**src/design/lpfd_pkg.sv**
```systemverilog
`timescale 1ns / 1ps

package lpfd_pkg;

    localparam int HEADER_BYTES = 20;
    localparam int COUNT_W = 5;
    localparam int WORD_W = 32;

    localparam logic [COUNT_W-1:0] HDR_LAST = COUNT_W'(HEADER_BYTES - 1);

    // header word index, taken from the byte position
    localparam logic [2:0] WORD_VERSION = 3'd0;
    localparam logic [2:0] WORD_TYPE    = 3'd1;
    localparam logic [2:0] WORD_SIZE    = 3'd3;

    localparam logic [WORD_W-1:0] VERSION_ONE = 32'd1;
    localparam logic [WORD_W-1:0] TYPE_STREAM = 32'd110;
    localparam logic [WORD_W-1:0] TYPE_END    = 32'd112;

    typedef enum logic [1:0] {
        KIND_BYTE  = 2'd0,
        KIND_END   = 2'd1,
        KIND_EMPTY = 2'd2
    } kind_t;

    typedef enum logic [1:0] {
        ST_HEADER  = 2'b01,
        ST_PAYLOAD = 2'b10
    } phase_t;

    typedef struct packed {
        logic       valid;
        logic [7:0] data;
    } in_beat_t;

    typedef struct packed {
        logic       valid;
        kind_t      kind;
        logic [7:0] data;
        logic       last;
    } result_t;

endpackage

```
**src/design/length_prefixed_frame_deframer.sv**
```systemverilog
`timescale 1ns / 1ps

// Length-prefixed frame deframer. Takes one link byte per transfer on the
// s_ side; each frame is a 20-byte header of five big-endian words (version,
// type, tag, payload size, identifier) and then the payload. Version-1
// stream-data frames (type 110) put out their payload bytes with tlast on the
// final byte, or one empty-frame marker (tuser 2) if the payload is empty.
// Version-1 end frames (type 112) put out one end marker (tuser 1) on their
// last byte. All other frames are consumed silently. The block takes one byte
// every cycle while the output is not stalled. Each accepted byte is held in
// one input register; the header/payload update (byte position count and
// 32-bit payload down-counter) then loads the output register, which presents
// the result on m_. Back-pressure on m_ stalls the input only when the output
// register is full.
module length_prefixed_frame_deframer
    import lpfd_pkg::*;
(
    input  logic       clk,
    input  logic       rst_n,
    input  logic       s_tvalid,
    output logic       s_tready,
    input  logic [7:0] s_tdata,   // [7:0] rx_byte
    output logic       m_tvalid,
    input  logic       m_tready,
    output logic [7:0] m_tdata,   // [7:0] out_byte
    output logic [1:0] m_tuser,   // [1:0] out_kind
    output logic       m_tlast    // out_last
);

    in_beat_t beat;
    result_t  res;
    logic     out_free;
    logic     step;

    assign step = beat.valid && out_free;

    lpfd_in_reg u_in_reg (
        .clk      (clk),
        .rst_n    (rst_n),
        .s_tvalid (s_tvalid),
        .s_tready (s_tready),
        .s_tdata  (s_tdata),
        .advance  (step),
        .beat     (beat)
    );

    lpfd_parse u_parse (
        .clk   (clk),
        .rst_n (rst_n),
        .beat  (beat),
        .step  (step),
        .res   (res)
    );

    lpfd_out_reg u_out_reg (
        .clk      (clk),
        .rst_n    (rst_n),
        .res      (res),
        .step     (step),
        .free     (out_free),
        .m_tvalid (m_tvalid),
        .m_tready (m_tready),
        .m_tdata  (m_tdata),
        .m_tuser  (m_tuser),
        .m_tlast  (m_tlast)
    );

`ifndef ASSERT_OFF
    // input side never stalls while the output register can take a result
    assert property (@(posedge clk) disable iff (!rst_n)
        (!m_tvalid || m_tready) |-> s_tready)
    else $error("input stalled with output register free");

    // markers carry no byte and no tlast
    assert property (@(posedge clk) disable iff (!rst_n)
        (m_tvalid && m_tuser != KIND_BYTE) |-> (m_tdata == 8'd0 && !m_tlast))
    else $error("marker result with byte or tlast set");

    assert property (@(posedge clk) disable iff (!rst_n)
        m_tvalid |-> (m_tuser == KIND_BYTE || m_tuser == KIND_END
                      || m_tuser == KIND_EMPTY))
    else $error("undefined result kind");

    // a byte accepted while m_tready is high steps next cycle unless s_tready drops
    assert property (@(posedge clk) disable iff (!rst_n)
        (s_tvalid && s_tready && m_tready) |=> !s_tready || step)
    else $error("accepted byte not advanced");
`endif

endmodule

```
**src/design/lpfd_in_reg.sv**
```systemverilog
`timescale 1ns / 1ps

module lpfd_in_reg
    import lpfd_pkg::*;
(
    input  logic       clk,
    input  logic       rst_n,
    input  logic       s_tvalid,
    output logic       s_tready,
    input  logic [7:0] s_tdata,   // [7:0] rx_byte
    input  logic       advance,
    output in_beat_t   beat
);

    logic       valid_reg;
    logic       valid_next;
    logic [7:0] data_reg;

    assign s_tready   = !valid_reg || advance;
    assign valid_next = s_tready ? s_tvalid : valid_reg;

    always_ff @(posedge clk or negedge rst_n)
    begin
        if (!rst_n)
        begin
            valid_reg <= 1'b0;
        end
        else
        begin
            valid_reg <= valid_next;
        end
    end

    always_ff @(posedge clk)
    begin
        if (s_tready && s_tvalid)
        begin
            data_reg <= s_tdata;
        end
    end

    assign beat.valid = valid_reg;
    assign beat.data  = data_reg;

endmodule

```
**src/design/lpfd_parse.sv**
```systemverilog
`timescale 1ns / 1ps

module lpfd_parse
    import lpfd_pkg::*;
(
    input  logic     clk,
    input  logic     rst_n,
    input  in_beat_t beat,
    input  logic     step,
    output result_t  res
);

    phase_t              phase_reg;
    phase_t              phase_next;
    logic [COUNT_W-1:0]  count_reg;
    logic [COUNT_W-1:0]  count_next;
    logic [WORD_W-1:0]   version_reg;
    logic [WORD_W-1:0]   version_next;
    logic [WORD_W-1:0]   type_reg;
    logic [WORD_W-1:0]   type_next;
    logic [WORD_W-1:0]   size_reg;
    logic [WORD_W-1:0]   size_next;
    logic [WORD_W-1:0]   left_reg;
    logic [WORD_W-1:0]   left_next;
    logic                ok;
    logic                last;
    logic [2:0]          word_idx;

    assign ok       = (version_reg == VERSION_ONE);
    assign word_idx = count_reg[COUNT_W-1:2];
    assign last     = (left_reg <= WORD_W'(1));

    always_comb
    begin
        phase_next   = phase_reg;
        count_next   = count_reg;
        version_next = version_reg;
        type_next    = type_reg;
        size_next    = size_reg;
        left_next    = left_reg;
        res.valid    = 1'b0;
        res.kind     = KIND_BYTE;
        res.data     = 8'd0;
        res.last     = 1'b0;

        case (phase_reg)
            ST_HEADER:
            begin
                case (word_idx)
                    WORD_VERSION: version_next = {version_reg[WORD_W-9:0], beat.data};
                    WORD_TYPE:    type_next    = {type_reg[WORD_W-9:0], beat.data};
                    WORD_SIZE:    size_next    = {size_reg[WORD_W-9:0], beat.data};
                    default:      ;
                endcase
                if (count_reg != HDR_LAST)
                begin
                    count_next = count_reg + COUNT_W'(1);
                end
                else
                begin
                    // last header byte: the version, type and size words are complete here
                    count_next = '0;
                    if (size_reg != '0)
                    begin
                        left_next  = size_reg;
                        phase_next = ST_PAYLOAD;
                    end
                    else if (ok && type_reg == TYPE_STREAM)
                    begin
                        res.valid = 1'b1;
                        res.kind  = KIND_EMPTY;
                    end
                    else if (ok && type_reg == TYPE_END)
                    begin
                        res.valid = 1'b1;
                        res.kind  = KIND_END;
                    end
                end
            end
            ST_PAYLOAD:
            begin
                if (left_reg != '0)
                begin
                    left_next = left_reg - WORD_W'(1);
                end
                if (last)
                begin
                    phase_next = ST_HEADER;
                end
                if (ok && type_reg == TYPE_STREAM)
                begin
                    res.valid = 1'b1;
                    res.kind  = KIND_BYTE;
                    res.data  = beat.data;
                    res.last  = last;
                end
                else if (ok && type_reg == TYPE_END && last)
                begin
                    res.valid = 1'b1;
                    res.kind  = KIND_END;
                end
            end
            default:
            begin
                phase_next = ST_HEADER;
                count_next = '0;
            end
        endcase
    end

    always_ff @(posedge clk or negedge rst_n)
    begin
        if (!rst_n)
        begin
            phase_reg   <= ST_HEADER;
            count_reg   <= '0;
            version_reg <= '0;
            type_reg    <= '0;
            size_reg    <= '0;
            left_reg    <= '0;
        end
        else if (step)
        begin
            phase_reg   <= phase_next;
            count_reg   <= count_next;
            version_reg <= version_next;
            type_reg    <= type_next;
            size_reg    <= size_next;
            left_reg    <= left_next;
        end
    end

endmodule

```
**src/design/lpfd_out_reg.sv**
```systemverilog
`timescale 1ns / 1ps

module lpfd_out_reg
    import lpfd_pkg::*;
(
    input  logic       clk,
    input  logic       rst_n,
    input  result_t    res,
    input  logic       step,
    output logic       free,
    output logic       m_tvalid,
    input  logic       m_tready,
    output logic [7:0] m_tdata,   // [7:0] out_byte
    output logic [1:0] m_tuser,   // [1:0] out_kind
    output logic       m_tlast    // out_last
);

    logic       valid_reg;
    logic       valid_next;
    kind_t      kind_reg;
    logic [7:0] data_reg;
    logic       last_reg;

    assign free       = !valid_reg || m_tready;
    assign valid_next = free ? (step && res.valid) : valid_reg;

    always_ff @(posedge clk or negedge rst_n)
    begin
        if (!rst_n)
        begin
            valid_reg <= 1'b0;
        end
        else
        begin
            valid_reg <= valid_next;
        end
    end

    // hold the payload while the consumer stalls
    always_ff @(posedge clk)
    begin
        if (free)
        begin
            kind_reg <= res.kind;
            data_reg <= res.data;
            last_reg <= res.last;
        end
    end

    assign m_tvalid = valid_reg;
    assign m_tdata  = data_reg;
    assign m_tuser  = kind_reg;
    assign m_tlast  = last_reg;

endmodule

```
**config.mk**
```make
export PLATFORM = sky130hd
export DESIGN_NAME = length_prefixed_frame_deframer
export DESIGN_NICKNAME = d
export VERILOG_FILES = /design/src/design/lpfd_pkg.sv /design/src/design/length_prefixed_frame_deframer.sv /design/src/design/lpfd_in_reg.sv /design/src/design/lpfd_parse.sv /design/src/design/lpfd_out_reg.sv
export SDC_FILE = /design/constraint.sdc
export NUM_CORES = 1
export LEC_CHECK = 0
export ABC_AREA = 1
export BUFFER_PORTS_ARGS = -buffer_cell sky130_fd_sc_hd__buf_4
export CAP_MARGIN = 20
export CORE_ASPECT_RATIO = 1.75
export CORE_MARGIN = 2
export CORE_UTILIZATION = 40
export DETAILED_ROUTE_END_ITERATION = 6
export MAX_ROUTING_LAYER = met4
export PLACE_DENSITY = 0.59
export SYNTH_ARGS = -nofsm -noshare
export SYNTH_HDL_FRONTEND = slang
export SYNTH_SLANG_ARGS = --single-unit
```
**constraint.sdc**
```tcl
create_clock -name clk -period 1.9 [get_ports clk]
set_input_delay 0 -clock clk [delete_from_list [all_inputs] [get_ports clk]]
set_output_delay 0 -clock clk [all_outputs]
set_load 0.03 [all_outputs]
```
==> impl_metrics.json, run 1 <==
{
  "fmax_mhz": 548,
  "antenna_found_initial": 0,
  "synth_top_area_cell": "dfrtp_1",
  "finalSetupTns_ps": 0,
  "path_clk_slew_ps": 60,
  "async_reset_ff_frac": 0.878,
  "num_rows": 66,
  "p_per_area_nw_per_um2": 1460,
  "layout-drive-gt1-share": 0.167,
  "use_met1": 0.224,
  "core_area_um2": 18500,
  "crit_chain": "ha_2 > nand2_2 > buf_6 > nor4_4 > buf_6 > mux2_4",
  "max_slew_margin": 0.742,
  "gr-usage-met3": 0.0315,
  "critPathSlowestCell": "dfstp_2",
  "wl_per_cell_um": 15.5,
  "path_max_fanout": 5,
  "layout.nets": 1090,
  "synth-main-ff-cell": "dfrtp_1",
  "firstDrtPassIters": 5,
  "vias": 6496,
  "end_kind": "flip-flop",
  "met2_usage": 0.405,
  "root_buffer": "clkbuf_16",
  "globalplace.congestion": 0.919,
  "via_per_inst": 4.91,
  "vdd_ir_drop_max_mv": 0.900,
  "skew_ps": 8.07,
  "crit_path_frequent_cell": "buf_6",
  "numCtsBuffers": 17,
  "maxCapViolCount": 0,
  "grt_busiest_layer": "met2",
  "dieHeight_um": 185,
  "ys_seq_area_frac": 0.531,
  "drc_errors": 0,
  "status": "finished, final reports clean",
  "cp_slowest_stage_delay_ps": 540,
  "syn_nets": 983,
  "cp.arrival_ps": 2130,
  "synthTopCellsByArea": "dfrtp_1 (45%), nand2_1 (12%), nor2_1 (8.1%)",
  "clock-sinks": 156,
  "maxSlewViolCount": 0,
  "antenna_cells": 0,
  "cp_data_required_time_ps": 2210,
  "synth_edf_count": 19,
  "drt-initial-drc-count": 299,
  "netlist_area_um2": 7530,
  "leakagePower_uw": 0.00445,
  "initial_core_util": 0.407,
  "port_buffers": 24,
  "rsz0062_at_grt": "true",
  "final_util": 0.509,
  "finalSetupViolations": 0,
  "yosysWarnings": 0,
  "track_usage": 0.219,
  "timing.final.crit_period_ps": 1820,
  "layout_commonest_cell": "nand2_1",
  "area_growth_pct": 25.1,
  "cp-start-kind": "flip-flop",
  "htreeDepth": 4,
  "grt_max_degree": 71,
  "die-area_um2": 20000,
  "grt_overflow_total": 0,
  "postSynthAreaPerCell_um2": 7.80,
  "cts_max_path_buffers": 2,
  "die_w_um": 108,
  "synth_cell_types": 34,
  "layout_common_cells": "nand2_1 (244), nor2_1 (144), dfrtp_1 (135), inv_1 (118), o21ai_0 (112)",
  "synth_cells": 965,
  "clk_latency_ps": 430,
  "grt_pass1_wl_mm": 32.2,
  "detail-route-antenna-nets": 0,
  "hpwl_mm": 14.5,
  "synth.top_cell.area_share": 0.452,
  "min_path_type": "in -> reg",
  "routed_wl_mm": 20.5,
  "finalHoldViolCount": 0,
  "synth_seq_cells": 156,
  "grt_pass1_vias": 6430,
  "cts_tree": "done",
  "boundaryPins": 25,
  "fin_crit_sh": 0.960,
  "tightest_slew_ps": 388,
  "worstSetupPathType": "reg -> reg"
}
==> where the power goes <==
group,switching [uW],internal (uW)
Sequential,851,4560
Clock,1420,1850
Combinational,2940,2080
Total,5220,8480
==> Yosys cell counts, types with 2 or more instances <==
library cell  count
inv_2             3
buf_2             9
nand2_1         245
inv_1           122
o21ai_1          10
xor2_1            7
nor3_1            3
nor2_1          163
ha_1              6
nand3_1          48
buf_6             2
o22ai_1           2
a21oi_1          34
edfxtp_1         19
nor4_4            2
nand4_1           4
o21ai_0         113
dfrtp_1         136
o21bai_1          3
clkbuf_1         19
nand3b_1          2
==> per-stage QoR <==
| stage | hold WS, ps | cell area (um^2) | setup slack (ps) | total power, uW | cells |
|---|---|---|---|---|---|
| finish | 75.7 | 9420 | 75.7 | 13700 | 1323 |
| global route | 107 | 9420 | -45.0 | 14800 | 1323 |
| CTS | 93.3 | 9210 | 7.02 | 13500 | 1312 |
| detailed placement | -119 | 8490 | -61.2 | 10200 | 1266 |
| global placement | -117 | 8490 | -30.0 | 10100 | 1266 |
| floorplan | -296 | 7530 | 108 | 8260 | 965 |
==> what timing repair did <==
item | 4_1_cts | 5_1_grt
hold buffers | 13 | 0
endpoints found under the setup margin | 39 | 140
resized for setup | 5 | 36
hold endpoints to repair | 145 | 0
setup buffers | 1 | 7
pin swaps | 1 | 11
cloned | 0 | 5
==> critical path: cells and delay by family (launching register included) <==
family                     cells  cell delay (ps)
and+or+nand+nor                2              340
buffers and inverters          2              310
DFF                            1              540
muxes                          1              300
adders and majority gates      1              210
==> cell families after synthesis <==
| family | synth area share |
|---|---|
| AND/OR/NAND/NOR | 0.254 |
| flip-flops | 0.531 |
| XOR/XNOR | 0.00931 |
| AO/OA/AOI/OAI | 0.111 |
| adder cells (fa/ha/maj) | 0.00997 |
| buffers and inverters | 0.0823 |
| multiplexers | 0.00150 |
==> worst paths after layout <==
check	from	to	slack (ps)	depth (start not counted)
worst min register to register	u_parse.left_reg[31]$_DFFE_PN0P_	u_parse.left_reg[31]$_DFFE_PN0P_	480	2
worst max-delay path	u_parse.phase_reg[0]$_DFFE_PN1P_	u_parse.type_reg[15]$_DFFE_PN0P_	80	6
max in group asynchronous	rst_n	u_parse.type_reg[24]$_DFFE_PN0P_	590	4
worst min-delay path	m_tready	u_out_reg.m_tvalid$_DFFE_PN0P_	80	5
worst max register to register	u_parse.phase_reg[0]$_DFFE_PN1P_	u_parse.type_reg[15]$_DFFE_PN0P_	80	6
min in group asynchronous	rst_n	u_parse.type_reg[17]$_DFFE_PN0P_	520	3
==> final cells by class <==
type                            instances  area (um^2)
Clock buffer                           20          447
Tap cell                              238          298
Clock inverter                         12          116
Timing Repair Buffer                  119         1080
Inverter                              125          469
Multi-Input combinational cell        653         3010
Sequential cell                       156         4000
Fill cell                            1867         9080
==> per-layer routing <==
| metal | part of all wire | up-vias |
|---|---|---|
| met4 | 0.039 | 0 |
| met5 | 0 | - |
| li1 | - | 3251 |
| met3 | 0.022 | 44 |
| met2 | 0.57 | 115 |
| met1 | 0.37 | 3086 |
Note: power is estimated with default switching activity, not from simulation.
==> run 2, diff against run 1 <==
Clock period 1.9 ns to 2.1 ns, I/O delays scaled along.
==> run 2 against run 1 <==
Setup slack improved by 78 ps. Clock-buffer cell count increased by 1. Via count decreased by 5.0%. Routed wire length decreased by 8.1%. Critical path type unchanged. Highest routed layer unchanged.
==> impl_metrics.json, run 2 (synthesis gave the netlist of run 1 again) <==
{
  "finalSetupViolations": 0,
  "maxSlewViolCount": 0,
  "max_slew_margin": 0.652,
  "grt_pass1_vias": 6276,
  "whs_ps": 98.0,
  "cts_setup_buffers": 0,
  "timing.final.crit_period_ps": 1950,
  "p_per_area_nw_per_um2": 1320,
  "antenna_found_initial": 0,
  "routed_wl_mm": 18.9,
  "grt_overflow_total": 0,
  "dieHeight_um": 185,
  "crit_chain": "ha_1 > nand2_2 > or3_2 > buf_12 > nand2_1 > o21ai_0",
  "tightest_slew_ps": 522,
  "maxCapViolCount": 0,
  "wl_per_cell_um": 15.0,
  "core_area_um2": 18500,
  "area_growth_pct": 16.3,
  "layout_commonest_cell": "nand2_1",
  "die_w_um": 108,
  "globalplace.congestion": 0.872,
  "path_clk_slew_ps": 60,
  "vdd_ir_drop_max_mv": 0.912,
  "clock-sinks": 156,
  "antenna_cells": 0,
  "path_max_fanout": 64,
  "cts_tree": "done",
  "rsz0062_at_grt": "false",
  "boundaryPins": 25,
  "layout.nets": 1026,
  "htreeDepth": 4,
  "numCtsBuffers": 17,
  "finalHoldViolCount": 0,
  "firstDrtPassIters": 5,
  "n_fill_cell": 1903,
  "leakagePower_uw": 0.00410,
  "fmax_mhz": 514,
  "hpwl_mm": 13.8,
  "critPathSlowestCell": "dfstp_2",
  "cp_slowest_stage_delay_ps": 540,
  "multi_input_area_um2": 2920,
  "drc_errors": 0,
  "drt-initial-drc-count": 208,
  "finalSetupTns_ps": 0,
  "cp.arrival_ps": 2250,
  "fin_crit_sh": 0.927,
  "grt_pass1_wl_mm": 31.1,
  "worstSetupPathType": "reg -> reg",
  "root_buffer": "clkbuf_16",
  "skew_ps": 11.4,
  "vias": 6174,
  "cp_data_required_time_ps": 2400,
  "grt_max_degree": 65,
  "via_per_inst": 4.90,
  "num_rows": 66,
  "cp-start-kind": "flip-flop",
  "initial_core_util": 0.407,
  "detail-route-antenna-nets": 0,
  "min_path_type": "in -> async",
  "status": "finished, final reports clean",
  "cts_max_path_buffers": 2,
  "end_kind": "flip-flop",
  "layout-drive-gt1-share": 0.0862,
  "clk_latency_ps": 430,
  "layout_common_cells": "nand2_1 (245), nor2_1 (162), dfrtp_1 (136), inv_1 (121), o21ai_0 (113)",
  "die-area_um2": 20000,
  "seq_area_um2": 4000,
  "port_buffers": 24,
  "track_usage": 0.212
}
run 2: layout make-up:
cell class | count | area share
clock inverters | 11 | 0.0107
multi-input cells | 652 | 0.333
well taps | 238 | 0.0340
repair buffers | 56 | 0.0587
flip-flops and latches | 156 | 0.457
clock buffers | 21 | 0.0527
inverters | 125 | 0.0536
run 2: stage by stage:
stage / utilization / total power, uW / cell area, um^2 / setup WS, ps / std cells
finish: 0.473 / 11500 / 8750 / 154 / 1259
global route: 0.473 / 12500 / 8750 / 4.85 / 1259
CTS: 0.473 / 11600 / 8750 / 54.8 / 1259
detailed placement: 0.437 / 8650 / 8080 / 84.1 / 1216
global placement: 0.437 / 8580 / 8080 / 112 / 1216
floorplan: - / 7470 / 7530 / 308 / 965
run 2: path summary, 6_finish.rpt:
| check | start | to | slack, ps | cells after the start |
|---|---|---|---|---|
| worst max-delay path | u_parse.phase_reg[0]$_DFFE_PN1P_ | u_parse.version_reg[28]$_DFFE_PN0P_ | 150 | 6 |
| worst min-delay path | rst_n | u_parse.type_reg[29]$_DFFE_PN0P_ | 100 | 2 |
| worst max register to register | u_parse.phase_reg[0]$_DFFE_PN1P_ | u_parse.version_reg[28]$_DFFE_PN0P_ | 150 | 6 |
| worst min register to register | u_parse.version_reg[9]$_DFFE_PN0P_ | u_parse.version_reg[9]$_DFFE_PN0P_ | 480 | 2 |
| max in group asynchronous | rst_n | u_parse.phase_reg[0]$_DFFE_PN1P_ | 1290 | 3 |
| min in group clk | m_tready | u_out_reg.m_tvalid$_DFFE_PN0P_ | 230 | 4 |
run 2: layer usage:
metal	vias to the layer above	GRT usage	wire length (um)
met4	0	0.120	940
met3	46	0.0378	516
met1	2883	0.210	7020
met5	-	-	0
met2	123	0.386	10400
li1	3122	-	-
run 2: timing repair:
item                                    in CTS  in global routing
endpoints found under the hold margin      136                  0
resized for setup                            0                  3
endpoints found under the setup margin       0                 30
hold buffers                                11                  0
run 2: worst max-delay path, delay by kind of cell (launching register included):
kind	cells	cell delay (ps)
fa+ha+maj	1	250
flops	1	540
simple gates	3	700
compound gates	1	70
buf+inv	1	210
run 2: where the power goes:
group / leakage [uW] / switching, uW / internal, uW
sequential: 0.00180 / 878 / 4120
combinational: 0.00203 / 2290 / 1310
clock: 0.000267 / 1240 / 1690
